[src/hdl/tcp_pkg.sv]
// Shared types and constants for the constant-pad index map.
package tcp_pkg;

    localparam int MAX_DIMS_DEF    = 6;
    localparam int SIZE_WIDTH_DEF  = 16;
    localparam int INDEX_WIDTH_DEF = 31;
    localparam int DATA_WIDTH_DEF  = 32;

    localparam int NUM_DESC = 6;
    localparam int DESC_W   = 48;
    localparam logic [DESC_W-1:0] DESC_RESET = 48'h0001_0000_0000;

    localparam int APB_AW = 6;
    localparam int APB_DW = 64;
    localparam int REG_IDX_W = 3;
    localparam logic [REG_IDX_W-1:0] REG_FILL_CONST = 3'd6;

    typedef struct packed {
        logic valid;
        logic inv;
        logic pad;
    } t_ctl;

endpackage

[src/hdl/tcp_dim_cell.sv]
// End of one dimension: pad band check and source offset term.
module tcp_dim_cell #(
    parameter int IW = tcp_pkg::INDEX_WIDTH_DEF,
    parameter int SW = tcp_pkg::SIZE_WIDTH_DEF,
    parameter int QW = tcp_pkg::SIZE_WIDTH_DEF + 2
) (
    input  logic          i_clk,
    input  logic          i_rst_n,
    input  logic          i_en,
    input  tcp_pkg::t_ctl i_ctl,
    input  logic [IW-1:0] i_idx,
    input  logic [IW-1:0] i_rem,
    input  logic [QW-1:0] i_coord,
    input  logic [IW-1:0] i_src,
    input  logic [IW-1:0] i_prod,
    input  logic [SW-1:0] i_before,
    input  logic [SW-1:0] i_size,
    input  logic [IW:0]   i_istride,
    output tcp_pkg::t_ctl o_ctl,
    output logic [IW-1:0] o_idx,
    output logic [IW-1:0] o_rem,
    output logic [IW-1:0] o_src,
    output logic [IW-1:0] o_prod
);
    localparam int MW = QW + IW;

    tcp_pkg::t_ctl r_ctl;
    logic [IW-1:0] r_idx, r_rem, r_src, r_prod;
    logic          in_band;
    logic [QW-1:0] offs;
    logic [MW-1:0] term;
    tcp_pkg::t_ctl ctl_n;

    assign in_band = (i_coord >= QW'(i_before)) &&
                     (i_coord < (QW'(i_before) + QW'(i_size)));
    assign offs    = i_coord - QW'(i_before);
    assign term    = MW'(offs) * MW'(i_istride[IW-1:0]);

    always_comb begin
        ctl_n     = i_ctl;
        ctl_n.pad = i_ctl.pad || !in_band;
    end

    always_ff @(posedge i_clk) begin
        if (!i_rst_n) begin
            r_ctl <= '0;
        end else if (i_en) begin
            r_ctl <= ctl_n;
        end
    end

    // previous dimension's term is folded in here, this one's in the next dimension cell or the output sum
    always_ff @(posedge i_clk) begin
        if (i_en) begin
            r_idx  <= i_idx;
            r_rem  <= i_rem;
            r_src  <= i_src + i_prod;
            r_prod <= term[IW-1:0];
        end
    end

    assign o_ctl  = r_ctl;
    assign o_idx  = r_idx;
    assign o_rem  = r_rem;
    assign o_src  = r_src;
    assign o_prod = r_prod;

endmodule

[config.mk]
export PLATFORM = sky130hd
export DESIGN_NAME = tcp_dim_cell
export DESIGN_NICKNAME = d
export VERILOG_FILES = /design/src/hdl/tcp_pkg.sv /design/src/hdl/tcp_dim_cell.sv
export SDC_FILE = /design/constraint.sdc
export NUM_CORES = 1
export LEC_CHECK = 0
export ABC_AREA = 1
export BUFFER_PORTS_ARGS = -buffer_cell sky130_fd_sc_hd__clkbuf_2
export CAP_MARGIN = 20
export CORE_MARGIN = 3
export CORE_UTILIZATION = 50
export CTS_BUF_LIST = sky130_fd_sc_hd__clkbuf_4
export CTS_CLUSTER_DIAMETER = 50
export CTS_CLUSTER_SIZE = 20
export DETAILED_ROUTE_END_ITERATION = 7
export HOLD_SLACK_MARGIN = 0.08
export MAX_ROUTING_LAYER = met4
export PLACE_DENSITY_LB_ADDON = 0.08
export SYNTH_ARGS = -nofsm -noshare
export SYNTH_HDL_FRONTEND = slang
export SYNTH_SLANG_ARGS = --single-unit
[constraint.sdc]
create_clock -name i_clk -period 9.05 [get_ports i_clk]
set_input_delay 0.4525 -clock i_clk [delete_from_list [all_inputs] [get_ports i_clk]]
set_output_delay 0.4525 -clock i_clk [all_outputs]
set_load 0.005 [all_outputs]
## Yosys cells after proc, flatten, opt, wreduce, memory -nomap -nowiden

Cells that the tools add are included.

- Register bits after elaboration: 127
- Input bits: 212
- Output and inout bits: 127
- Word-level logic and storage cells: 16

- Add/subtract/negate cells: 3
- $mul: 1
- $lt $le $gt $ge: 2
- Reductions and logical operators: 3

Operators with widths:

| operator | count |
|---|---|
| adder 31 bit | 1 |
| multiplier 18 x 31 -> 31 bit | 1 |
| greater-or-equal comparator 18 x 16 -> 1 bit | 1 |
| < comparator 18 x 17 -> 1 bit | 1 |
| subtractor 18 x 16 -> 18 bit | 1 |
| adder 16 x 16 -> 17 bit | 1 |
| logical AND 1 bit | 1 |
| zero test 1 bit | 1 |
| logical OR 1 bit | 1 |

## Longest topological paths before layout

- Depth in word-level cells: 5
- Mapped depth: 39
- Mapped depth without buffers: 38

## Worst setup path after synthesis

OpenSTA, ideal clock, no wires.

- Path kind: in2reg
- From: input port i_coord[0]
- To: register r_prod[28] (netlist: o_prod[28]) (data pin)
- Library setup time: 258 ps
- Arrival: 6617 ps
- Data required time: 8792 ps
- Setup slack: 2175 ps
- Stages: 34
- Buffers on the path: 1
- Cells stage by stage: inv_1 ha_1 inv_1 fa_1 nand3_2 nand2_2 nand2_1 nand2_2 or2_1 nand2_2 clkinv_1 clkbuf_1 nand2_1 fa_1 inv_1 fa_1 fa_1 fa_1 inv_1 fa_1 inv_1 fa_1 ha_1 a21oi_1 o21ai_0 a21oi_1 nand2_1 a21oi_1 o21ai_0 nand3_1 nand2_1 nand2_1 nand2_1 xor2_1

- Longest elaborated chain between the ends: 2

Ends and longest elaborated chain:

| item | RTL line | text |
|---|---|---|
| start, declared | tcp_dim_cell.sv:13 | `input logic [QW-1:0] i_coord,` |
| subtractor 18 x 16 -> 18 bit | tcp_dim_cell.sv:36 | `assign offs = i_coord - QW'(i_before);` |
| multiplier 18 x 31 -> 31 bit | tcp_dim_cell.sv:37 | `assign term = MW'(offs) * MW'(i_istride[IW-1:0]);` |
| net term[28] | tcp_dim_cell.sv:31 | `logic [MW-1:0] term;` |
| end signal, assigned | tcp_dim_cell.sv:58 | `r_prod <= term[IW-1:0];` |
| end, declared | tcp_dim_cell.sv:28 | `logic [IW-1:0] r_idx, r_rem, r_src, r_prod;` |

The timed path passes the listed nets, and every way through them passes these cells.
A chain may end at the register's enable or synchronous reset.

## Worst setup path in the final report

Same ends and word-level chain as after synthesis.

==> impl_results.md <==
- Pre-CTS WS: ~1 ns
- Status: finished with violations
- XOR/XNOR share of the synthesized area: 0.0351
- Number of global-route vias before repair: approximately 17000
- Ys flop type: edfxtp_1
- Final period util: 0.826
- Critical path's largest stage delay: 0.57 ns
- Reg clk slew, reported paths: between 0.15 and 0.2 ns
- Final wirelength: ~53000 um
- # setup viols final: 0
- Largest net degree at the start of global routing: 67
- Critical path type: in2reg
- Synth unique cells: 46
- Postcts setup bufs: 0
- Crit end category: flop
- Adder-cell share of the synthesized area: 0.427
- Simple-gate area share of the yosys netlist: 0.169
- Syn avg cell area: approximately 8.6 um^2
- Post-synthesis compound-gate area fraction: 0.0563
- Die height: roughly 200 um
- Aggregate negative setup slack: 0 ns
- WP data arrival: 7.82 ns
- Max_slew headroom: 0.270
- GR Util All Layers: 0.280
- Fin area: 0.0224 mm^2
- Worst setup SP type: input port
- Post-Syn Area: slightly below 0.02 mm^2
- Post-synth EDFFs: between 100 and 150
- Rows: 71
- Placeable Area: roughly 0.038 mm^2
- CP required: about 9.4 ns
- Post-DR vias/cell: about 5.1
- Syn_nets: around 2900
- RR Endpoint: o_ctl[1]
- CP max stage cell: fa_1
- GR Overflow Total: 0
- Final RePlAce weighted congestion: between 0.9 and 1
- Nets@finish: roughly 3300
- Final Hold Vio Count: 0
- Share of cells above drive strength 1: 0.166
- Top-area cell type share of the netlist area: 0.334
- Post-synth ARST share: 0
- Top cells by area, synth: fa_1 (33%), edfxtp_1 (19%), inv_1 (10%)
- Post-synth top area cell: fa_1
- PortBufs: 337
- Most frequent CP cell: fa_1
- Die width: between 200 and 250 um
- DR WL/cell: ~17 um
- Reg area: roughly 0.0038 mm^2
- Mux cell area share after synthesis: 0
- Area of the multi-input gates: roughly 0.013 mm^2
- Synthesized instance count: 2223
- Fmax: approximately 130 MHz
- Failing checks: DRC
- HP Start: i_ctl[0]
- Worst Hold End: o_ctl[0]
- Clk_lat worst skew: roughly 0.60 ns
- DRC Markers: 1
- Least-Margin Pin Slew: approximately 1.1 ns
- Sequential share of the synthesized area: 0.197
- Starting Density: 0.509
- Full die area: slightly above 0.04 mm^2
- Max cap viols: 0
- Worst Slack Setup Final: roughly 1.6 ns
- Placed inst area: about 0.021 mm^2
- Crit path time final: ~7.5 ns
- TritonCTS Buffers: 17
- Clk buf depth: 2
- Worst r2r src: o_ctl[1]
- Drt pass-1 iters: 8
- Clock skew: 0 ns
- Antenna Nets Post-Route: 0
- Initial antenna violation count: 4
- Io pins: 339
- P&R area growth vs syn: 16.8%
- Via count: roughly 16000
- CTS tree: yes
- Worst Hold Path Cells: 3
- FF+latch count, synth: about 130
- Worst reg-to-reg setup slack: 7.87 ns
- Worst Reg-to-Reg Cells: 3
- Total number of H-tree levels: 4
- Root cell of the clock tree: clkbuf_4
- HP Class: in2reg
- Final slew viol count: 0
- # fillers: between 3000 and 4000
- RSZ-0062 raised after global routing: no
- First-pass GRT wire length: around 87000 um
- Worst-path fanout max: 16
- Main combinational cell family by area after synthesis: adder cells
- DP HPWL: about 43000 um
- DRT iter0 DRCs: 891
- Clk sinks: ~130
- YS warnings: 0
-- cell usage in the layout, fill, tap and decap left out, types with 4 or more instances in the layout --
| cell | netlist | final |
|---|---|---|
| xor2_1 | 52 | 52 |
| clkinv_1 | 8 | 8 |
| o21ai_0 | 39 | 39 |
| o21bai_1 | 4 | 4 |
| dlygate4sd3_1 | 0 | 67 |
| nand3_1 | 48 | 48 |
| nor2_2 | 4 | 4 |
| xnor2_1 | 25 | 25 |
| nor3_1 | 14 | 14 |
| inv_8 | 0 | 5 |
| nor2_1 | 188 | 188 |
| o21ai_2 | 5 | 5 |
| inv_6 | 0 | 4 |
| clkbuf_2 | 0 | 336 |
| a31oi_1 | 7 | 7 |
| buf_4 | 0 | 15 |
| a21oi_1 | 100 | 100 |
| nand3b_1 | 11 | 11 |
| diode_2 | 0 | 4 |
| a21oi_2 | 7 | 7 |
| fa_1 | 320 | 320 |
| nand2_4 | 5 | 5 |
| nand4_1 | 13 | 13 |
| clkbuf_4 | 0 | 17 |
| nor4_1 | 4 | 4 |
| nand2_2 | 22 | 22 |
| nand3_2 | 5 | 5 |
| inv_1 | 531 | 531 |
| o21a_1 | 5 | 5 |
| o31ai_1 | 4 | 4 |
| nand2_1 | 458 | 458 |
| edfxtp_1 | 124 | 124 |
| ha_1 | 144 | 144 |
-- worst max path at each step --
stage,start,to,slack (ns),depth (start not counted)
detailed placement,i_before[4],o_prod[28],0.99,37
CTS,i_before[4],o_prod[28],1.66,37
global route,i_before[4],o_prod[28],1.08,37
global placement,i_before[4],o_prod[28],1.07,37
floorplan,i_coord[0],o_prod[28],2.18,34
finish,i_coord[0],o_prod[28],1.58,32
-- metrics by stage --
stage / util / std cells / hold slack (ns)
after floorplan: - / 2223 / 0.487
after global placement: 0.568 / 3039 / 0.479
after detailed placement: 0.568 / 3039 / 0.490
after CTS: 0.594 / 3138 / 0.110
after global routing: 0.594 / 3142 / 0.127
final: 0.594 / 3142 / 0.151
-- flip-flops by register name, summed over array words and instances (netlist names) --
name    count
o_idx      31
o_prod     31
o_rem      31
o_src      31
o_ctl       3
-- synthesized netlist by cell type, types with 3 or more instances --
library cell and number:
a21o_1 3, a21oi_1 100, a21oi_2 7, a31oi_1 7, clkbuf_1 44, clkinv_1 8
dfxtp_1 3, edfxtp_1 124, fa_1 320, ha_1 144, inv_1 531, nand2_1 458
nand2_2 22, nand2_4 5, nand3_1 48, nand3_2 5, nand3b_1 11, nand4_1 13
nor2_1 188, nor2_2 4, nor3_1 14, nor4_1 4, o21a_1 5, o21ai_0 39
o21ai_1 3, o21ai_2 5, o21bai_1 4, o221ai_1 3, o31ai_1 4, xnor2_1 25
xor2_1 52
-- worst max-delay path: cells and delay by family --
family                     cells  cell delay, ns
AOI/OAI and AO/OA              5            1.31
xor gates and xnor gates       1            0.14
adders and majority gates      9            3.90
buffers and inverters          7            0.86
and+or+nand+nor               10            1.13
-- per-layer routing --
layer,vias up,share of wire,global-route usage
li1,7525,-,-
met4,0,0.030,0.0885
met5,-,0,-
met2,560,0.49,0.467
met1,7778,0.42,0.355
met3,99,0.065,0.0396
-- area by class of cell --
class | count | share of cell area
antenna | 4 | 0.000446
inverter | 541 | 0.0907
clock buffer | 17 | 0.00569
sequential | 127 | 0.169
timing repair buffer | 418 | 0.110
tap | 511 | 0.0285
multi-input combinational | 1509 | 0.589
clock inverter | 15 | 0.00731
-- logic make-up after synthesis --
logic type      after synthesis
compound gates              189
fa+ha+maj                   464
buf+inv                     587
simple gates                779
flops                       127
xor+xnor                     77
-- timing repair --
item | in CTS | in global routing
resized for setup | 0 | 0
hold buffers | 67 | 0
endpoints found under the hold margin | 65 | 0
Power is not shown: default switching activity piles up to over one toggle a cycle in this logic, so the estimate is an artifact.
