--- src/hdl/tcp_pkg.sv ---
// Shared types and constants for the constant-pad index map.
package tcp_pkg;

    localparam int MAX_DIMS_DEF    = 6;
    localparam int SIZE_WIDTH_DEF  = 16;
    localparam int INDEX_WIDTH_DEF = 31;
    localparam int DATA_WIDTH_DEF  = 32;

    localparam int NUM_DESC = 6;
    localparam int DESC_W   = 48;
    localparam logic [DESC_W-1:0] DESC_RESET = 48'h0001_0000_0000;

    localparam int APB_AW = 6;
    localparam int APB_DW = 64;
    localparam int REG_IDX_W = 3;
    localparam logic [REG_IDX_W-1:0] REG_FILL_CONST = 3'd6;

    typedef struct packed {
        logic valid;
        logic inv;
        logic pad;
    } t_ctl;

endpackage

--- src/hdl/tcp_cfg.sv ---
// Register file and stride/count derivation sequencer.
module tcp_cfg #(
    parameter int MAX_DIMS    = tcp_pkg::MAX_DIMS_DEF,
    parameter int SIZE_WIDTH  = tcp_pkg::SIZE_WIDTH_DEF,
    parameter int INDEX_WIDTH = tcp_pkg::INDEX_WIDTH_DEF,
    parameter int DATA_WIDTH  = tcp_pkg::DATA_WIDTH_DEF,
    parameter int QW          = SIZE_WIDTH + 2
) (
    input  logic                                   i_clk,
    input  logic                                   i_rst_n,
    input  logic                                   psel,
    input  logic                                   penable,
    input  logic                                   pwrite,
    input  logic [tcp_pkg::APB_AW-1:0]             paddr,
    input  logic [tcp_pkg::APB_DW-1:0]             pwdata,
    output logic [tcp_pkg::APB_DW-1:0]             prdata,
    output logic                                   pready,
    output logic                                   o_busy,
    output logic                                   o_overflow,
    output logic [INDEX_WIDTH-1:0]                 o_total,
    output logic [DATA_WIDTH-1:0]                  o_fill_const,
    output logic [MAX_DIMS-1:0][SIZE_WIDTH-1:0]    o_before,
    output logic [MAX_DIMS-1:0][SIZE_WIDTH-1:0]    o_size,
    output logic [MAX_DIMS-1:0][INDEX_WIDTH:0]     o_ostride,
    output logic [MAX_DIMS-1:0][INDEX_WIDTH:0]     o_istride
);
    localparam int IW     = INDEX_WIDTH;
    localparam int SW     = SIZE_WIDTH;
    localparam int EXT_W  = (3*SW > tcp_pkg::DESC_W) ? 3*SW : tcp_pkg::DESC_W;
    localparam int STEP_W = (MAX_DIMS > 1) ? $clog2(MAX_DIMS) : 1;
    localparam int PW     = IW + 1 + QW;

    logic [tcp_pkg::NUM_DESC-1:0][tcp_pkg::DESC_W-1:0] r_desc;
    logic [DATA_WIDTH-1:0]         r_pad;
    logic                          r_busy;
    logic [STEP_W-1:0]             r_step;
    logic                          r_overflow;
    logic [IW-1:0]                 r_total;
    logic [MAX_DIMS-1:0][IW:0]     r_ostride;
    logic [MAX_DIMS-1:0][IW:0]     r_istride;
    logic [MAX_DIMS-1:0][QW-1:0]   osize;
    logic [tcp_pkg::REG_IDX_W-1:0] reg_idx;
    logic                          wr;
    logic                          desc_wr;
    logic [IW:0]                   mul_o;
    logic [IW:0]                   mul_i;

    function automatic logic [IW:0] f_mul_sat(input logic [IW:0] a, input logic [QW-1:0] b);
        logic [PW-1:0] p;
        p = PW'(a) * PW'(b);
        if (p > PW'({IW{1'b1}})) begin
            return {1'b1, {IW{1'b0}}};
        end
        return p[IW:0];
    endfunction

    assign pready  = 1'b1;
    assign reg_idx = paddr[tcp_pkg::APB_AW-1:3];
    assign wr      = psel && penable && pwrite;
    assign desc_wr = wr && (reg_idx < tcp_pkg::REG_IDX_W'(tcp_pkg::NUM_DESC));

    always_comb begin
        prdata = '0;
        if (reg_idx < tcp_pkg::REG_IDX_W'(tcp_pkg::NUM_DESC)) begin
            prdata = tcp_pkg::APB_DW'(r_desc[reg_idx]);
        end else if (reg_idx == tcp_pkg::REG_FILL_CONST) begin
            prdata = tcp_pkg::APB_DW'(r_pad);
        end
    end

    genvar d;
    generate
        for (d = 0; d < MAX_DIMS; d++) begin : g_dim
            logic [EXT_W-1:0] ext;
            if (d < tcp_pkg::NUM_DESC) begin : g_reg
                assign ext = EXT_W'(r_desc[d]);
            end else begin : g_fix
                assign ext = EXT_W'(tcp_pkg::DESC_RESET);
            end
            assign o_before[d] = ext[SW-1:0];
            assign o_size[d]   = ext[3*SW-1:2*SW];
            assign osize[d]    = QW'(ext[SW-1:0]) + QW'(ext[2*SW-1:SW]) + QW'(ext[3*SW-1:2*SW]);
        end
    endgenerate

    always_ff @(posedge i_clk) begin
        if (!i_rst_n) begin
            for (int k = 0; k < tcp_pkg::NUM_DESC; k++) begin
                r_desc[k] <= tcp_pkg::DESC_RESET;
            end
            r_pad <= '0;
        end else if (wr) begin
            if (desc_wr) begin
                r_desc[reg_idx] <= pwdata[tcp_pkg::DESC_W-1:0];
            end else if (reg_idx == tcp_pkg::REG_FILL_CONST) begin
                r_pad <= pwdata[DATA_WIDTH-1:0];
            end
        end
    end

    // one stride pair per cycle, innermost outward; the last product is the count
    assign mul_o = f_mul_sat(r_ostride[r_step], osize[r_step]);
    assign mul_i = f_mul_sat(r_istride[r_step], QW'(o_size[r_step]));

    always_ff @(posedge i_clk) begin
        if (!i_rst_n) begin
            r_busy     <= 1'b1;
            r_step     <= STEP_W'(MAX_DIMS-1);
            r_overflow <= 1'b0;
        end else if (desc_wr) begin
            r_busy <= 1'b1;
            r_step <= STEP_W'(MAX_DIMS-1);
        end else if (r_busy) begin
            if (r_step != '0) begin
                r_step <= r_step - 1'b1;
            end else begin
                r_busy     <= 1'b0;
                r_overflow <= mul_o[IW];
            end
        end
    end

    always_ff @(posedge i_clk) begin
        r_ostride[MAX_DIMS-1] <= (IW+1)'(1);
        r_istride[MAX_DIMS-1] <= (IW+1)'(1);
        if (r_busy && !desc_wr) begin
            if (r_step != '0) begin
                r_ostride[r_step - 1'b1] <= mul_o;
                r_istride[r_step - 1'b1] <= mul_i;
            end else begin
                r_total <= mul_o[IW] ? '0 : mul_o[IW-1:0];
            end
        end
    end

    assign o_busy       = r_busy;
    assign o_overflow   = r_overflow;
    assign o_total      = r_total;
    assign o_fill_const = r_pad;
    assign o_ostride    = r_ostride;
    assign o_istride    = r_istride;

    a_wr_busy: assert property (@(posedge i_clk) disable iff (!i_rst_n)
        desc_wr |=> r_busy) else $error("descriptor write did not start derivation");
    a_ovf_total: assert property (@(posedge i_clk) disable iff (!i_rst_n)
        (r_overflow && !r_busy) |-> (r_total == '0)) else $error("overflow with nonzero count");
    a_step_range: assert property (@(posedge i_clk) disable iff (!i_rst_n)
        r_busy |-> (r_step <= STEP_W'(MAX_DIMS-1))) else $error("derivation step out of range");

endmodule

--- config.mk ---
export PLATFORM = sky130hd
export DESIGN_NAME = tcp_cfg
export DESIGN_NICKNAME = d
export VERILOG_FILES = /design/src/hdl/tcp_pkg.sv /design/src/hdl/tcp_cfg.sv
export SDC_FILE = /design/constraint.sdc
export NUM_CORES = 2
export LEC_CHECK = 0
export ABC_AREA = 0
export BUFFER_PORTS_ARGS = -buffer_cell sky130_fd_sc_hd__buf_4
export CAP_MARGIN = 20
export CORE_MARGIN = 3
export CORE_UTILIZATION = 30
export DETAILED_ROUTE_END_ITERATION = 16
export GPL_TIMING_DRIVEN = 0
export PLACE_DENSITY_LB_ADDON = 0.08
export SYNTH_ARGS = -nofsm -noshare
export SYNTH_HDL_FRONTEND = slang
export SYNTH_SLANG_ARGS = --single-unit
export TNS_END_PERCENT = 5
--- constraint.sdc ---
create_clock -name i_clk -period 32.8 [get_ports i_clk]
set_clock_uncertainty 0.05 [all_clocks]
set_input_delay 6.56 -clock i_clk [delete_from_list [all_inputs] [get_ports i_clk]]
set_output_delay 6.56 -clock i_clk [all_outputs]
set_load 0.02 [all_outputs]
## Word-level counts from Yosys, hierarchy flattened

Cells that the tools add are included.

| cells by class | value |
|---|---|
| multipliers | 2 |
| add/subtract/negate cells | 13 |
| shift operators | 0 |
| bitwise gates (word level) | 3 |
| equality and inequality tests | 1 |
| reductions and logical operators | 15 |
| muxes and demuxes | 27 |
| divide/modulo/power cells | 0 |
| magnitude comparators | 8 |

Operators by type and width:

| kind | count |
|---|---|
| bitwise mux 192 bit | 2 |
| bitwise mux 288 bit | 1 |
| 2-to-1 mux 32 bit | 8 |
| binary-select mux 32 bit (select 3 bit) | 2 |
| binary-select mux 48 bit (select 3 bit) | 1 |
| demux 48 bit (select 3 bit) | 1 |
| 2-to-1 mux 48 bit | 3 |
| adder 17 x 16 -> 18 bit | 6 |
| adder 16 x 16 -> 17 bit | 6 |
| demux 32 bit (select 3 bit) | 1 |
| binary-select mux 18 bit (select 3 bit) | 1 |
| > comparator 50 x 31 -> 1 bit, second input constant | 1 |
| multiplier 32 x 18 -> 50 bit | 1 |
| binary-select mux 16 bit (select 3 bit) | 1 |
| > comparator 48 x 31 -> 1 bit, second input constant | 1 |
| multiplier 32 x 16 -> 48 bit | 1 |
| 2-to-1 mux 18 bit | 1 |
| 2-to-1 mux 16 bit | 1 |
| < comparator 3 x 4 -> 1 bit, second input constant | 3 |
| AND reduction 2 bit | 4 |
| >= comparator 3 x 1 -> 1 bit, second input constant | 2 |
| logical AND 1 bit | 6 |
| AND reduction 3 bit | 2 |
| 2-to-1 mux 1 bit | 4 |
| other kinds (7) | 9 |

| storage, ports and cells | value |
|---|---|
| memory bits (writable) | 0 |
| word-level logic and storage cells | 92 |
| memories | 0 |
| flip-flop bits (word level) | 740 |
| bits in read-only memories | 0 |
| latch bits | 0 |

## Depth between registers and ports, before layout

| logic depth | value |
|---|---|
| word-level depth | 9 |
| mapped depth | 44 |
| mapped depth without buffers | 40 |

## Worst setup path before layout

No wires, ideal clock.

| timing path | value |
|---|---|
| path type | input port to output port |
| start | input port paddr[5] in the netlist's numbering |
| end | output port prdata[4] in the netlist's numbering |
| data required time | 26.190 ns |
| cell stages on the path | 8 |
| slack | 17.476 ns |
| data arrival time | 8.714 ns |
| cell sequence | clkbuf_1 -> clkbuf_1 -> clkbuf_1 -> buf_1 -> mux2i_1 -> nor2_1 -> a21oi_1 -> o21ai_0 |

| on the way | value |
|---|---|
| longest elaborated chain between the ends | 3 |

RTL lines:

| what | RTL line | source |
|---|---|---|
| from (decl) | tcp_cfg.sv:14 | `input logic [tcp_pkg::APB_AW-1:0] paddr,` |
| binary-select mux 48 bit (select 3 bit) / equality test 3 bit (equally long branches) | tcp_cfg.sv:65, tcp_cfg.sv:66 |  |
| 2-to-1 mux 48 bit (not written as such) / 2-to-1 mux 32 bit (equally long branches) | tcp_cfg.sv:65, tcp_cfg.sv:66 |  |
| 2-to-1 mux 48 bit * | tcp_cfg.sv:64 | `if (reg_idx < tcp_pkg::REG_IDX_W'(tcp_pkg::NUM_DESC)) begin` |
| to (decl) | tcp_cfg.sv:16 | `output logic [tcp_pkg::APB_DW-1:0] prdata,` |

Mark *: on every way between the ends. The rest lies on a longest branch, timed or not. The select of a mux whose other input is x is not followed.

## Final worst setup path

| timing path | value |
|---|---|
| start | input port paddr[4] in the netlist's numbering |
| end | output port prdata[27] in the netlist's numbering |

Same word-level chain as after synthesis.

==> flow_summary.toml <==
[cts]
cts.sinks = 740
cts_root_buffer = "clkbuf_16"
clk_pin_slew_ns = 0.05
ctsResizeCount = 0
cts_tree = "done"
hold_buffers = 0
cts_buffer_depth = 3
htreeDepth = 3
postCtsSetupBuffers = 0
numCtsBuffers = 91
clkLatencyLatePin_ns = 0.77

[power_and_ir_drop]
static-leakage-power_nw = 37.7
max-vdd-ir-drop_uv = 42.6
powerDensity_nw_per_um2 = 50.4

[detailed_routing]
via_per_inst = 5.21
drt-total-wl_mm = 385
num_vias = 62700
drc = 0
first_pass_iters = 6
drt-initial-drc-count = 6069
ant_nets = 0
wl_per_cell_um = 32.0

[die]
coreArea_um2 = 242000
io_pins = 781
rows = 180
die-area_um2 = 251000
initial_core_util = 0.303
die_h_um = 501
die_x_um = 501

[hold_path]
whs_path_depth = 2
hold_path.class = "reg2reg"

[critical_path]
cp_top_family = "buffers and inverters"
cp_common_cell = "clkbuf_1"
worstPathArrival_ns = 10.92
worstSetupStartpointType = "input port"
critical_path_cell_count = 8
reg2reg_depth = 36
crit_type = "in2out"
crit_chain = "buf_4 -> clkbuf_1 -> buf_1 -> clkbuf_1 -> clkbuf_1 -> clkbuf_1 -> o21ai_0 -> buf_4"
cp-end-kind = "primary output"
critPathRequiredTime_ns = 26.19
critPathBufInv = 7
critPathSlowestCell = "buf_1"
critPathMaxFanout = 10
critPathMaxStageDelay_ns = 0.82

[timing]
finalCriticalPeriod_ns = 17.53
grt_setup_unrepaired = "false"
tns_ns = 0
maxSlewHeadroom = 0.155
drv_slew = 0
hold_viol = 0
tightestPinTransition_ns = 1.27
setup_viol = 0
fmaxAchievable_mhz = 57.0
hold_ws_ns = 0.446
period_share = 0.534

[cells_and_area]
stdcell_area_um2 = 87800
fin_nets = 10200
multiInputGateArea_um2 = 47800
final_common_cell = "nand2_1"
final_cell_mix = "nand2_1 (1,584), inv_1 (1,106), fa_1 (1,000)"
fin_cells = 12000
seq_area_um2 = 18300
drive_above_1_share = 0.165
n_fill_cell = 25000
area_growth_syn_to_layout_pct = 19.5

[place]
dp_cells = 11800
numPortBuffers = 741
place_congestion = 0.973
hpwl_mm = 322
dpl_cell_area_um2 = 84700

[status]
status = "completed"

[synthesis]
ys.flop_type = "dfxtp_1"
synthArstFlopShare = 0
yosys_warnings = 0
synthDistinctLibCells = 88
avgSynthCellArea_um2 = 9.41
synth_seq_cells = 740
synth_area_um2 = 73400
syn_inst = 7801
seq_area_frac_synth = 0.250
synth_edf_count = 351

[global_route]
grt_pass1_vias = 64100
antenna_found_initial = 15
grt_overflow = 0
grt_max_degree = 25
grt_use_total = 0.302
gr-usage-met2 = 0.474
grt_pass1_wl_mm = 527
grt_use_met3 = 0.0502
met1_usage = 0.405
busiest_layer = "met2"

[flow_run]
drv_cap = 0
[cells by family (layout without fill, tap and decap cells)]
group	Yosys count	count (layout)	share of synthesized area
muxes	241	241	0.0494
other	2	24	0.000102
and+or+nand+nor	2487	2487	0.149
AOI/OAI and AO/OA	1108	1108	0.104
DFF	740	740	0.250
adders and majority gates	1336	1336	0.330
xor gates and xnor gates	137	137	0.0163
buffers and inverters	1750	2767	0.102
[final timing paths]
check / startpoint / endpoint / slack, ns
worst max-delay path: paddr[4] / prdata[27] / 15.27
worst min register to register: g_dim[1].ext[31]$_SDFFE_PN0P_ / g_dim[1].ext[31]$_SDFFE_PN0P_ / 0.45
worst min-delay path: g_dim[1].ext[31]$_SDFFE_PN0P_ / g_dim[1].ext[31]$_SDFFE_PN0P_ / 0.45
worst max register to register: g_dim[3].ext[32]$_SDFFE_PN1P_ / o_ostride[96]$_DFFE_PP_ / 18.02
[final cells by class]
| type | instances | share of cell area |
|---|---|---|
| Timing Repair Buffer | 849 | 0.0806 |
| Clock buffer | 125 | 0.0291 |
| Sequential cell | 740 | 0.209 |
| Multi-Input combinational cell | 5326 | 0.545 |
| Antenna cell | 7 | 0.000200 |
| Clock inverter | 43 | 0.00569 |
| Buffer | 642 | 0.0380 |
| Tap cell | 3185 | 0.0454 |
| Inverter | 1108 | 0.0474 |
[state kept, by name, summed over array words and instances, names as in the netlist]
| name | flops |
|---|---|
| o_overflow | 1 |
| o_total | 31 |
| g_dim.ext | 288 |
| o_istride | 192 |
| o_fill_const | 32 |
| o_busy | 1 |
| o_ostride | 192 |
| r_step | 3 |
[synth_stat cells, types with 55 or more instances]
| cell type | instances | area (µm²) |
|---|---|---|
| a21boi_0 | 323 | 2420 |
| a21oi_1 | 180 | 901 |
| a22oi_1 | 62 | 465 |
| and2_1 | 191 | 1190 |
| buf_4 | 209 | 1570 |
| clkbuf_1 | 364 | 1370 |
| dfxtp_1 | 389 | 7790 |
| edfxtp_1 | 351 | 10500 |
| fa_1 | 1000 | 20000 |
| ha_1 | 336 | 4200 |
| inv_1 | 1106 | 4150 |
| mux2i_1 | 126 | 1260 |
| mux4_2 | 95 | 2140 |
| nand2_1 | 1584 | 5950 |
| nand3_1 | 55 | 275 |
| nor2_1 | 285 | 1070 |
| nor2b_1 | 96 | 601 |
| nor3_1 | 102 | 510 |
| o21ai_0 | 135 | 676 |
| xnor2_1 | 83 | 727 |
[routing by layer]
metal | part of all wire | up-vias
met5 | 0.000052 | -
met4 | 0.057 | 4
met3 | 0.069 | 583
met2 | 0.44 | 2784
met1 | 0.43 | 32400
li1 | - | 26800
[worst reg2reg max path, delay by kind of cell, from the launching register on]
kind            cells  cell delay (ns)
fa+ha+maj          10             4.84
compound gates     11             4.31
mux                 1             0.16
flops               1             0.60
buf+inv             7             1.67
simple gates        6             2.60
xor+xnor            1             0.21
[power breakdown]
group / internal [W] / total (W) / switching (W)
Combinational: 0.000605 / 0.00214 / 0.00154
Sequential: 0.00114 / 0.00122 / 0.0000796
Clock: 0.000597 / 0.00106 / 0.000461
[stage by stage]
step | util | power [W] | setup WS [ns]
after floorplan | - | 0.00225 | 17.48
after global placement | 0.343 | 0.00330 | 12.75
after detailed placement | 0.350 | 0.00338 | 15.39
after CTS | 0.362 | 0.00444 | 15.37
after global routing | 0.362 | 0.00460 | 15.35
final | 0.363 | 0.00442 | 15.27
No activity file was read; power rests on OpenSTA's default activity.
