$ cat src/hdl/tcp_pkg.sv
// Shared types and constants for the constant-pad index map.
package tcp_pkg;

    localparam int MAX_DIMS_DEF    = 6;
    localparam int SIZE_WIDTH_DEF  = 16;
    localparam int INDEX_WIDTH_DEF = 31;
    localparam int DATA_WIDTH_DEF  = 32;

    localparam int NUM_DESC = 6;
    localparam int DESC_W   = 48;
    localparam logic [DESC_W-1:0] DESC_RESET = 48'h0001_0000_0000;

    localparam int APB_AW = 6;
    localparam int APB_DW = 64;
    localparam int REG_IDX_W = 3;
    localparam logic [REG_IDX_W-1:0] REG_FILL_CONST = 3'd6;

    typedef struct packed {
        logic valid;
        logic inv;
        logic pad;
    } t_ctl;

endpackage

$ cat src/hdl/tcp_div_cell.sv
// One quotient-bit step of the restoring coordinate division.
module tcp_div_cell #(
    parameter int IW  = tcp_pkg::INDEX_WIDTH_DEF,
    parameter int QW  = tcp_pkg::SIZE_WIDTH_DEF + 2,
    parameter int BIT = 0
) (
    input  logic          i_clk,
    input  logic          i_rst_n,
    input  logic          i_en,
    input  tcp_pkg::t_ctl i_ctl,
    input  logic [IW-1:0] i_idx,
    input  logic [IW-1:0] i_rem,
    input  logic [QW-1:0] i_q,
    input  logic [IW-1:0] i_src,
    input  logic [IW-1:0] i_prod,
    input  logic [IW:0]   i_stride,
    output tcp_pkg::t_ctl o_ctl,
    output logic [IW-1:0] o_idx,
    output logic [IW-1:0] o_rem,
    output logic [QW-1:0] o_q,
    output logic [IW-1:0] o_src,
    output logic [IW-1:0] o_prod
);
    localparam int TW = IW + QW + 1;

    tcp_pkg::t_ctl r_ctl;
    logic [IW-1:0] r_idx, r_rem, r_src, r_prod;
    logic [QW-1:0] r_q;
    logic [TW-1:0] trial;
    logic          ge;

    assign trial = TW'(i_stride) << BIT;
    assign ge    = {{(TW-IW){1'b0}}, i_rem} >= trial;

    always_ff @(posedge i_clk) begin
        if (!i_rst_n) begin
            r_ctl <= '0;
        end else if (i_en) begin
            r_ctl <= i_ctl;
        end
    end

    always_ff @(posedge i_clk) begin
        if (i_en) begin
            r_idx  <= i_idx;
            r_rem  <= ge ? (i_rem - trial[IW-1:0]) : i_rem;
            r_q    <= ge ? (i_q | (QW'(1) << BIT)) : i_q;
            r_src  <= i_src;
            r_prod <= i_prod;
        end
    end

    assign o_ctl  = r_ctl;
    assign o_idx  = r_idx;
    assign o_rem  = r_rem;
    assign o_q    = r_q;
    assign o_src  = r_src;
    assign o_prod = r_prod;

endmodule

$ cat config.mk
export PLATFORM = sky130hd
export DESIGN_NAME = tcp_div_cell
export DESIGN_NICKNAME = d
export VERILOG_FILES = /design/src/hdl/tcp_pkg.sv /design/src/hdl/tcp_div_cell.sv
export SDC_FILE = /design/constraint.sdc
export NUM_CORES = 1
export LEC_CHECK = 0
export BUFFER_PORTS_ARGS = -buffer_cell sky130_fd_sc_hd__buf_2
export CAP_MARGIN = 25
export CORE_MARGIN = 2
export CORE_UTILIZATION = 42
export DETAILED_ROUTE_END_ITERATION = 10
export PLACE_DENSITY = 0.77
export SLEW_MARGIN = 30
export SYNTH_ARGS = -nofsm -noshare
export SYNTH_HDL_FRONTEND = slang
export SYNTH_SLANG_ARGS = --single-unit
export TNS_END_PERCENT = 100
$ cat constraint.sdc
create_clock -name i_clk -period 2.9 [get_ports i_clk]
set_input_delay 0.58 -clock i_clk [delete_from_list [all_inputs] [get_ports i_clk]]
set_output_delay 0.58 -clock i_clk [all_outputs]
set_load 0.1 [all_outputs]
Word level (Yosys, flattened, before mapping)
Cells that the tools add are included.
{ "word_totals": {"reg_bits": 145, "output_inout_bits": 145} }
{ "classes": {"n_lt_le_gt_ge": 1, "muxes": 1, "add_sub_neg": 1} }
{ "ops": {"columns": ["operator", "count"], "rows": [
  ["greater-or-equal comparator 31 x 32 -> 1 bit", 1],
  ["two-way mux 31 bit", 1],
  ["subtractor 31 bit", 1]
]} }

Longest topological paths before layout
Gate-level depths: netlist (run 1).
{ "logic_depth": {"word_depth": 2, "ltp_mapped": 13} }

Least setup slack after synthesis (run 1)
OpenSTA, ideal clock, no wires.
{ "synth_timing": {"path_kind": "input -> register", "start": "in i_rem[0]", "end": "reg r_rem[27], in the netlist o_rem[27] (data pin)", "setup_time_ps": 262, "t_arrival_ps": 2677, "n_path_buf": 2, "path_slack_ps": -38, "cell_stages": 13, "t_required_ps": 2638, "path_cell_list": "inv_1 > ha_1 > fa_1 > nor2b_1 > o31a_1 > o311a_1 > o21ai_2 > and4bb_1 > or2_4 > buf_6 > buf_2 > nand2_1 > o31ai_2"} }
{ "synth_between": {"elab_chain_cells": 2} }
{ "synth_lines": {"columns": ["item", "line_no", "rtl"], "rows": [
  ["from (decl)", "tcp_div_cell.sv:12", "input logic [IW-1:0] i_rem,"],
  ["subtractor 31 bit / greater-or-equal comparator 31 x 32 -> 1 bit (equally long branches)", "tcp_div_cell.sv:46, tcp_div_cell.sv:33", null],
  ["two-way mux 31 bit (*)", "tcp_div_cell.sv:46", "r_rem <= ge ? (i_rem - trial[IW-1:0]) : i_rem;"],
  ["to (signal assigned)", "tcp_div_cell.sv:46", null],
  ["to (decl)", "tcp_div_cell.sv:27", "logic [IW-1:0] r_idx, r_rem, r_src, r_prod;"]
]} }
Mark *: on every way between the ends. The rest lies on a longest branch, timed or not.
A chain may end at the register's enable or synchronous reset.

Worst setup path in the final report (run 1)
{ "layout_timing": {"start": "in i_rem[0]", "end": "reg r_rem[30], in the netlist o_rem[30] (data pin)"} }
Same word-level chain as after synthesis.

==> results of run 1 <==
critical path, delay by kind of cell:
family / cells / cell delay, ns
AOI/OAI and AO/OA: 6 / 1.45
adders and majority gates: 2 / 0.42
buffers and inverters: 3 / 0.29
and+or+nand+nor: 2 / 0.13
per-stage QoR:
stage	setup WS, ns	total power (uW)	hold slack [ns]	cell area (um^2)	instances
after floorplan	0.01332	4281	0.6789	6509	476
after global placement	-0.2055	4807	0.4929	8838	1042
after detailed placement	-0.2394	4831	0.5140	8838	1042
after CTS	0.2110	6971	0.3114	9412	1074
after global routing	0.01574	7163	0.3043	9412	1074
final	0.1978	6920	0.3291	9412	1074
worst max-delay path by stage:
| stage | start | end | slack, ns | cells after the start |
|---|---|---|---|---|
| finish | i_rem[0] | o_rem[30] | 0.20 | 13 |
| global route | i_rem[0] | o_rem[12] | 0.02 | 13 |
| CTS | i_rem[0] | o_rem[30] | 0.21 | 13 |
| detailed placement | i_rem[0] | o_rem[30] | -0.24 | 13 |
| global placement | i_rem[0] | o_rem[14] | -0.21 | 11 |
| floorplan | i_rem[0] | o_rem[30] | 0.01 | 12 |
logic make-up after synthesis:
group                    Yosys count  synth area share, %
flip-flops                       145                66.67
AO/OA/AOI/OAI                    119                11.92
AND/OR/NAND/NOR                  107                8.237
XOR/XNOR                          25                3.376
adder cells (fa/ha/maj)           32                6.289
buffers and inverters             44                2.874
multiplexers                       4               0.6366
layout make-up:
type	count	area (um^2)	area share, %
multi-input cells	287	2001	21.26
well taps	188	235.2	2.499
flip-flops and latches	145	4324	45.95
repair buffers	386	2143	22.77
clock inverters	15	147.6	1.569
clock buffers	17	425.4	4.520
inverters	36	135.1	1.436
layer usage:
layer | up-vias | track usage, %
met3 | 32 | 6.553
met1 | 2452 | 26.17
met4 | 4 | 7.434
met5 | - | 0
li1 | 2567 | -
met2 | 217 | 39.36
registers in the layout, summed over array words and instances, names as in the netlist:
register,cells
o_ctl,3
o_idx,31
o_prod,31
o_q,18
o_rem,31
o_src,31
where the power goes:
part | internal, uW | switching, uW
Clock | 1210 | 928
Combinational | 484 | 1750
Sequential | 2510 | 45.3
cells in the final DEF, fill, tap and decap left out, drive strengths merged, types with 2 or more instances in the layout:
cell type	count
clkinv	3
a311oi	2
nand4	2
ha	31
a21o	22
nor2	30
xor2	15
nand3	7
nand2	32
nor2b	8
a21boi	3
a21oi	36
a31oi	7
o21a	4
xnor2	10
clkinvlp	3
clkbuf	17
mux2i	3
and3	6
o31a	2
and2	4
buf	386
o31ai	4
inv	44
a211oi	3
o21bai	3
or2	3
nor4	2
o211ai	4
nand2b	6
dfxtp	3
o21ai	22
edfxtp	142
nor3	2
cells in the mapped netlist (4+ instances only):
cell,count
edfxtp_1,142
a21oi_1,36
inv_1,36
nand2_1,32
ha_1,31
nor2_1,30
a21o_1,20
o21ai_0,20
xor2_1,15
xnor2_1,10
nor2b_1,8
a31oi_1,7
nand3_1,7
nand2b_1,6
and3_1,5
buf_2,5
o211ai_1,4
o21a_1,4
==> metrics.txt, run 1 <==
Max Clock Skew 0 ns; Tightest Pin Transition 0.5902 ns; R2R Path End o_ctl[2]; area share of the largest cell type after synthesis 65.74%; endpoints failing setup 0; total track usage 22.37%; Clock Path Buffers 2; Synth area leader edfxtp_1; synth unique cells 56; r2r startpoint o_ctl[2]; Async SR Flop Fraction 0%; Initial Util 42.83%; Boundary Pins 325; worst reg2reg path depth 2; P&R area growth vs syn 45.10%; PostCTS Resize Cnt 0; ant diodes 0; Final nets 1085; clk slew on worst S/H paths 0.07 ns; average wire per standard cell 17.52 um; Slew headroom 60.65%; routed wire length 18.81 mm; layout cells sized above 1 49.10%; Mapped Avg Cell Area 13.63 um^2; DRC violations left 0; hold path startpoint i_src[16]; Setup CP Type input pin to flip-flop; CP endpoint kind flip-flop; first-pass GRT wire length 27.37 mm; Setup Buffers After CTS 0; CP required 3.07 ns; setup tns final 0 ns; initial antenna violation count 2; total congestion overflow 0; Port-buffer cells 324; CTS tree yes; Util after Layout 62.14%; FP Rows 45; die height 128.3 um; Die Span X 128.3 um; vias per std cell 4.909; clock sinks 145; Core Area 0.01515 mm^2; Lkg Pwr 0.004423 uW; vias after detailed routing 5272; Cells after Synth 476; Pre-Repair DR Iteration Count 5; CP peak stage delay 0.39 ns; Cell Chain, Critical Path buf_2 -> inv_2 -> ha_2 -> fa_2 -> nor2b_1 -> o31a_1 -> o311a_1 -> o21ai_2 -> buf_4 -> o211ai_1 -> a31oi_1 -> nor4b_1 -> a211o_1; Pins Over Slew Limit 0; Hold EP o_src[16]; RSZ-0062 raised after global routing no; Pwr Density 735.3 mW/mm^2; fmax 370.1 MHz; largest fanout on the critical path 3; Clk Latency, worst-skew pair 0.42 ns; main area contributors after synthesis edfxtp_1 66%, ha_1 6.0%, a21oi_1 2.8%; period utilisation layout 93.18%; setup slack, reg-to-reg 2.28 ns; CTS root buf clkbuf_16; met1 WL 7.222 mm; WL met2 9.628 mm; CTS Hold Buffers Added 0; critical path startpoint category input pin; VDD IR max 0.4192 mV; final count of hold timing violations 0; slowest cell on the critical path o311a_1; Post-synth EDFFs 142; WP data arrival 2.87 ns; sequential area share after synthesis 66.67%; dominant synthesized flop cell edfxtp_1; Die Footprint 0.01645 mm^2; Synth warnings 0; Hold Path Depth 1; met3 routed WL 1.439 mm; #FFs+latches synth 145; vias in the first global route 5105; Post-Syn Nets 688; largest net degree at the start of global routing 62; Final min period 2.702 ns; fill count 1219; Hold Path Class input pin to flip-flop; initial DRC count 302; mapped cell area 0.006486 mm^2; max-cap check violation count 0; cts bufs inserted 17; HPWL after DPL 14.92 mm; Placer Congestion 0.8515; Final ANT Viol Nets 0; highest routed layer met5; status finished clean; H-Tree Level Count 4
Note: power is estimated with default switching activity, not from simulation.
==> inputs of run 2 (changes only) <==
--- a/config.mk
+++ b/config.mk
@@ -5,10 +5,11 @@
 export SDC_FILE = /design/constraint.sdc
 export NUM_CORES = 1
 export LEC_CHECK = 0
+export ABC_AREA = 1
 export BUFFER_PORTS_ARGS = -buffer_cell sky130_fd_sc_hd__buf_2
 export CAP_MARGIN = 25
 export CORE_MARGIN = 2
-export CORE_UTILIZATION = 42
+export CORE_UTILIZATION = 43
 export DETAILED_ROUTE_END_ITERATION = 10
 export PLACE_DENSITY = 0.77
 export SLEW_MARGIN = 30
==> run 2 against run 1 <==
Effect of this change: utilization is 3.2 points lower; global-route usage rose by 1.2 points; sequential share of layout area fell by 1.7 points; sequential power about the same; setup slack better by 0.41 ns; register-to-register slack barely moved; highest routed layer unchanged; synthesized cell count grew 66%; first-iteration DRC count rose by 24%.
==> metrics.txt, run 2 <==
status finished clean (unchanged); CTS root buf clkbuf_16 (unchanged); Async SR Flop Fraction 0% (unchanged); Worst Setup SP i_rem[0] (unchanged); count of non-filler cells in the finished layout 1364 (was 1074); H-Tree Level Count 4 (unchanged); WL met2 10.96 mm (was 9.628 mm); dominant synthesized flop cell edfxtp_1 (unchanged); most frequent CP cell nand2_1; vias per std cell 4.723 (was 4.909); P&R area growth vs syn 34.11% (was 45.10%); worst reg2reg path depth 2 (unchanged); Pwr Density 702.5 mW/mm^2 (was 735.3 mW/mm^2); R2R Path End o_ctl[0] (was o_ctl[2]); endpoints failing setup 0 (unchanged); Post-Syn Nets 1000 (was 688); RSZ-0062 raised after global routing no (unchanged); WP data arrival 2.46 ns (was 2.87 ns); most common cell after layout, fill and taps aside buf_2 (unchanged); Tightest Pin Transition 0.5715 ns (was 0.5902 ns); fmax 435.7 MHz (was 370.1 MHz); setup tns final 0 ns (unchanged); mapped cell area 0.007284 mm^2 (was 0.006486 mm^2); vias in the first global route 6152 (was 5105); synth unique cells 27 (was 56); fill count 1506 (was 1219); Initial Util 43.93% (was 42.83%); Cell Chain, Critical Path buf_2 -> inv_1 -> ha_1 -> fa_1 -> inv_1 -> nand2_1 -> nand2_1 -> nand3_1 -> nand2_1 -> nand2_1 -> nand3_1 -> nand2_2 -> nand2_4 -> inv_2 -> nand2_1 -> nand2_1 (was buf_2 -> inv_2 -> ha_2 -> fa_2 -> nor2b_1 -> o31a_1 -> o311a_1 -> o21ai_2 -> buf_4 -> o211ai_1 -> a31oi_1 -> nor4b_1 -> a211o_1); vias after detailed routing 6442 (was 5272); Cells after Synth 788 (was 476); CTS Hold Buffers Added 0 (unchanged); area share of the largest cell type after synthesis 58.54% (was 65.74%); sequential area share after synthesis 59.36% (was 66.67%); Inst Count DP 1333 (was 1042); Final ANT Viol Nets 0 (unchanged); period utilisation layout 79.14% (was 93.18%); total congestion overflow 0 (unchanged); Setup Buffers After CTS 0 (unchanged); CTS tree yes (unchanged); first-pass GRT wire length 32.00 mm (was 27.37 mm); initial DRC count 373 (was 302); PostCTS Resize Cnt 0 (unchanged); VDD IR max 0.4193 mV (was 0.4192 mV); FP Rows 47 (was 45); hold path startpoint i_src[16] (unchanged); Setup CP Type input pin to flip-flop (unchanged); average wire per standard cell 15.89 um (was 17.52 um); Synth warnings 0 (unchanged); Pins Over Slew Limit 0 (unchanged); routed wire length 21.67 mm (was 18.81 mm); Lkg Pwr 0.005132 uW (was 0.004423 uW); die height 134.2 um (was 128.3 um); Synth area leader edfxtp_1 (unchanged); Final min period 2.295 ns (was 2.702 ns); Slew headroom 61.90% (was 60.65%); Pre-Repair DR Iteration Count 5 (unchanged); largest fanout on the critical path 29 (was 3); Max Clock Skew 0 ns (unchanged); Final nets 1344 (was 1085); Port-buffer cells 324 (unchanged); clock sinks 145 (unchanged); CP endpoint kind flip-flop (unchanged); Mapped Avg Cell Area 9.244 um^2 (was 13.63 um^2); Clk Latency, worst-skew pair 0.42 ns (about the same); HPWL after DPL 17.36 mm (was 14.92 mm); r2r startpoint o_ctl[0] (was o_ctl[2]); total track usage 23.60% (was 22.37%); critical path startpoint category input pin (unchanged); initial antenna violation count 1 (was 2); Placer Congestion 0.9994 (was 0.8515); CP peak stage delay 0.36 ns (was 0.39 ns); highest routed layer met5 (unchanged); DRC violations left 0 (unchanged); Post-synth EDFFs 142 (unchanged); met3 routed WL 1.761 mm (was 1.439 mm); Die Span X 134.2 um (was 128.3 um); fin area 0.009769 mm^2 (was 0.009412 mm^2); cts bufs inserted 17 (unchanged); slowest cell on the critical path fa_1 (was o311a_1); clk slew on worst S/H paths 0.07 ns (about the same); Core Area 0.01658 mm^2 (was 0.01515 mm^2); max-cap check violation count 0 (unchanged); setup slack, reg-to-reg 2.27 ns (was 2.28 ns); Final Power 6863 uW (was 6920 uW); commonest non-fill, non-tap cells in the layout 323 x buf_2, 291 x nand2_1, 156 x inv_1 (was 323 x buf_2, 142 x edfxtp_1, 58 x buf_4); synth cell count leaders 291 x nand2_1, 156 x inv_1, 142 x edfxtp_1 (was 142 x edfxtp_1, 36 x a21oi_1, 36 x inv_1); #FFs+latches synth 145 (unchanged); layout cells sized above 1 32.69% (was 49.10%); final count of hold timing violations 0 (unchanged); Die Footprint 0.01800 mm^2 (was 0.01645 mm^2); largest net degree at the start of global routing 57 (was 62); CP required 3.07 ns (about the same); Hold Path Class input pin to flip-flop (unchanged); CP Capture Point o_rem[3] (was o_rem[30]); ant diodes 0 (unchanged); met1 WL 8.106 mm (was 7.222 mm); most frequent cell after synthesis nand2_1 (was edfxtp_1); dpl cell area 0.009223 mm^2 (was 0.008838 mm^2); Clock Path Buffers 2 (unchanged); main area contributors after synthesis edfxtp_1 59%, nand2_1 15%, inv_1 8.0% (was edfxtp_1 66%, ha_1 6.0%, a21oi_1 2.8%); Boundary Pins 325 (unchanged)
run 2: cell count changes after synthesis, moves of 17 or more:
cell,delta
inv_1,+120
a21o_1,-20
a21oi_1,-20
nor2_1,+17
nand3_1,+38
nand2_1,+259
run 2: worst max-delay path: cells and delay by family:
| kind | cells | cell delay [ns] |
|---|---|---|
| adders and majority gates | 2 | 0.58 |
| buffers and inverters | 4 | 0.46 |
| and+or+nand+nor | 10 | 0.83 |
run 2: metrics by stage:
stage | hold WS (ns) | setup WS, ns | util (%)
2_1_floorplan | 0.6789 | 0.4493 | -
3_3_place_gp | 0.4738 | 0.2653 | 55.61
3_5_place_dp | 0.4823 | 0.1701 | 55.61
4_1_cts | 0.3163 | 0.6176 | 58.91
5_1_grt | 0.3183 | 0.3714 | 58.91
6_report | 0.3348 | 0.6049 | 58.91
run 2: per-layer routing:
layer | track usage, % | up-vias
met3 | 6.274 | 55
met2 | 42.05 | 267
met5 | 0 | -
li1 | - | 3187
met4 | 10.41 | 2
met1 | 26.61 | 2931
run 2: layout make-up:
| class | count | area, um^2 | share of cell area (%) |
|---|---|---|---|
| well taps | 220 | 275.3 | 2.818 |
| multi-input cells | 478 | 2321 | 23.76 |
| repair buffers | 331 | 1705 | 17.46 |
| clock inverters | 14 | 121.4 | 1.242 |
| clock buffers | 17 | 425.4 | 4.355 |
| flip-flops and latches | 145 | 4324 | 44.26 |
| inverters | 159 | 596.8 | 6.109 |
run 2: worst min-delay path by stage:
| stage | endpoint | cells past startpoint | slack [ns] |
|---|---|---|---|
| detailed placement | o_ctl[2] | 2 | 0.48 |
| finish | o_src[16] | 1 | 0.33 |
| floorplan | o_idx[0] | 0 | 0.68 |
| CTS | o_idx[12] | 1 | 0.32 |
| global route | o_src[2] | 1 | 0.32 |
| global placement | o_ctl[1] | 2 | 0.47 |
run 2: cells by family (layout without fill, tap and decap cells):
| family | count (synthesis) | in the layout | synth area share, % |
|---|---|---|---|
| AO/OA/AOI/OAI | 26 | 26 | 1.924 |
| flip-flops | 145 | 145 | 59.36 |
| buffers and inverters | 165 | 521 | 8.777 |
| adder cells (fa/ha/maj) | 32 | 32 | 5.599 |
| XOR/XNOR | 14 | 14 | 1.683 |
| AND/OR/NAND/NOR | 406 | 406 | 22.66 |
run 2: power by group:
group,switching (uW),internal [uW]
logic,1870,403
registers,45.6,2510
clock network,918,1110
total,2830,4030
==> inputs of run 3 (changes only) <==
--- a/config.mk
+++ b/config.mk
@@ -9,9 +9,9 @@
 export BUFFER_PORTS_ARGS = -buffer_cell sky130_fd_sc_hd__buf_2
 export CAP_MARGIN = 25
 export CORE_MARGIN = 2
-export CORE_UTILIZATION = 43
+export CORE_UTILIZATION = 48
 export DETAILED_ROUTE_END_ITERATION = 10
-export PLACE_DENSITY = 0.77
+export PLACE_DENSITY = 0.81
 export SLEW_MARGIN = 30
 export SYNTH_ARGS = -nofsm -noshare
 export SYNTH_HDL_FRONTEND = slang
==> constraint.sdc (replaced) <==
create_clock -name i_clk -period 2.28 [get_ports i_clk]
set_input_delay 0.456 -clock i_clk [delete_from_list [all_inputs] [get_ports i_clk]]
set_output_delay 0.456 -clock i_clk [all_outputs]
set_load 0.1 [all_outputs]
==> run 3 against run 2 <==
Effect of this change: non-clock buffer count up 66; setup slack got worse by 0.32 ns; clock-buffer cell count did not move; combinational power increased by 35%; register-to-register slack worse by 0.65 ns; clock power is 45% higher; via count rose by 5.2%; final area rose by 6.0%; worst hold slack got worse by 0.12 ns; largest cell class unchanged; largest power group unchanged.
==> metrics.txt, run 3 (synthesis results as in run 2) <==
RSZ-0062 raised after global routing no (unchanged); Setup CP Type input pin to flip-flop (unchanged); Final ANT Viol Nets 0 (unchanged); max-cap check violation count 0 (unchanged); CP required 2.44 ns (was 3.07 ns); Boundary Pins 325 (unchanged); commonest non-fill, non-tap cells in the layout 323 x buf_2, 291 x nand2_1, 155 x inv_1 (was 323 x buf_2, 291 x nand2_1, 156 x inv_1); vias in the first global route 6492 (was 6152); vias after detailed routing 6780 (was 6442); internal power 5609 uW (was 4032 uW); DRC violations left 0 (unchanged); fill count 1143 (was 1506); Slew headroom 61.61% (was 61.90%); pre-CTS WS -0.1404 ns (was 0.1701 ns); Pins Over Slew Limit 0 (unchanged); Max Clock Skew 0 ns (unchanged); status finished clean (unchanged); Cell Chain, Critical Path buf_2 -> ha_1 -> a21oi_1 -> inv_1 -> o21ai_0 -> nand2_1 -> nor2_2 -> nand2_4 -> buf_12 -> or2_2 (was buf_2 -> inv_1 -> ha_1 -> fa_1 -> inv_1 -> nand2_1 -> nand2_1 -> nand3_1 -> nand2_1 -> nand2_1 -> nand3_1 -> nand2_2 -> nand2_4 -> inv_2 -> nand2_1 -> nand2_1); WP data arrival 2.16 ns (was 2.46 ns); Flop pwr share 35.2% (was 37.3%); Core Area 0.01503 mm^2 (was 0.01658 mm^2); H-Tree Level Count 4 (unchanged); PostCTS Resize Cnt 0 (unchanged); delay-heaviest family, CP simple AND/OR/NAND/NOR gates (unchanged); Clock Path Buffers 2 (unchanged); Final nets 1410 (was 1344); initial antenna violation count 4 (was 1); count of non-filler cells in the finished layout 1400 (was 1364); Port-buffer cells 324 (unchanged); HPWL after DPL 18.02 mm (was 17.36 mm); CTS root buf clkbuf_16 (unchanged); cts bufs inserted 17 (unchanged); average wire per standard cell 15.91 um (was 15.89 um); CP endpoint kind flip-flop (unchanged); Setup Buffers After CTS 0 (unchanged); CTS tree yes (unchanged); CTS Hold Buffers Added 0 (unchanged); total track usage 27.01% (was 23.60%); Net Sw Power 3656 uW (was 2830 uW); switch share 39.46% (was 41.24%); Buf+Inv Stages, Crit Path 3 (was 4); Placer Congestion 0.9896 (was 0.9994); Inst Count DP 1367 (was 1333); fin area 0.01035 mm^2 (was 0.009769 mm^2); Lkg Pwr 0.005519 uW (was 0.005132 uW); Die Footprint 0.01618 mm^2 (was 0.01800 mm^2); Final min period 1.998 ns; largest fanout on the critical path 10 (was 29); layout cells sized above 1 36.42% (was 32.69%); endpoints failing setup 0 (unchanged); P&R area growth vs syn 42.13% (was 34.11%); FP Rows 45 (was 47); clk slew on worst S/H paths 0.06 ns (was 0.07 ns); period utilisation layout 87.62%; final count of hold timing violations 0 (unchanged); die height 127.2 um (was 134.2 um); first-pass GRT wire length 32.95 mm (was 32.00 mm); dpl cell area 0.009731 mm^2 (was 0.009223 mm^2); fmax 500.5 MHz; Clk Latency, worst-skew pair 0.41 ns (was 0.42 ns); Gate power share 33.2% (was 33.1%); Clock power frac 31.7% (was 29.6%); VDD IR max 0.5303 mV (was 0.4193 mV); routed wire length 22.28 mm (was 21.67 mm); multi-input logic area 0.002323 mm^2 (was 0.002321 mm^2); Pre-Repair DR Iteration Count 5 (unchanged); Seq. cell area 0.004324 mm^2 (unchanged); vias per std cell 4.843 (was 4.723); worst setup margin 0.2822 ns (was 0.6049 ns); Initial Util 48.46% (was 43.93%); clock sinks 145 (unchanged); slowest cell on the critical path ha_1 (was fa_1); initial DRC count 480 (was 373); most common cell after layout, fill and taps aside buf_2 (unchanged); Die Span X 127.2 um (was 134.2 um); total congestion overflow 0 (unchanged); critical path startpoint category input pin (unchanged); Pwr Density 894.9 mW/mm^2 (was 702.5 mW/mm^2); largest net degree at the start of global routing 38 (was 57); Hold Path Class input pin to flip-flop (unchanged); CP peak stage delay 0.35 ns (was 0.36 ns); Tightest Pin Transition 0.5799 ns (was 0.5715 ns)
==> run 3: cell count changes in the layout (fill, tap and decap cells not counted), sizes merged <==
| cell | previous run | this run |
|---|---|---|
| buf | 331 | 397 |
| clkinvlp | 5 | 0 |
| bufinv | 0 | 3 |
| clkinv | 2 | 4 |
| diode | 0 | 1 |
| inv | 166 | 167 |
==> run 3: per-stage QoR <==
step | utilization (%) | TNS (ns) | total power (uW) | hold slack [ns]
finish | 68.87 | 0 | 9265 | 0.2106
floorplan | - | 0 | 5580 | 0.5549
global route | 68.86 | 0 | 9570 | 0.1911
CTS | 68.86 | 0 | 9306 | 0.1937
global placement | 64.73 | -1.795 | 6330 | 0.4736
detailed placement | 64.73 | -3.101 | 6368 | 0.4911
==> run 3: per-layer routing <==
layer,vias up,global-route usage [%],part of all wire [%]
met5,-,0,0.15
met1,3092,30.26,37
met3,67,8.333,8.6
met2,291,48.13,50
met4,6,10.73,3.5
li1,3324,-,-
==> run 3: final timing paths <==
kind | startpoint | endpoint | slack [ns] | cells past startpoint
worst max register to register | o_ctl[0] | o_ctl[0] | 1.62 | 2
worst max-delay path | i_rem[27] | o_q[0] | 0.28 | 10
worst min-delay path | i_q[1] | o_q[1] | 0.21 | 1
worst min register to register | o_ctl[2] | o_ctl[2] | 0.51 | 2
==> run 3: cell type report <==
class / instances / area share [%]
clock inverters: 15 / 1.885
clock buffers: 17 / 4.109
repair buffers: 397 / 21.74
inverters: 159 / 5.764
diodes: 1 / 0.02417
flip-flops and latches: 145 / 41.76
multi-input cells: 478 / 22.44
well taps: 188 / 2.272
==> run 3: power by group through the flow <==
stage	Sequential, uW	Clock, uW	Combinational, uW
after global placement	3310	0	3020
after global routing	3270	3070	3220
after floorplan	5010	0	575
after detailed placement	3310	0	3060
after CTS	3260	2980	3070
final	3260	2940	3070
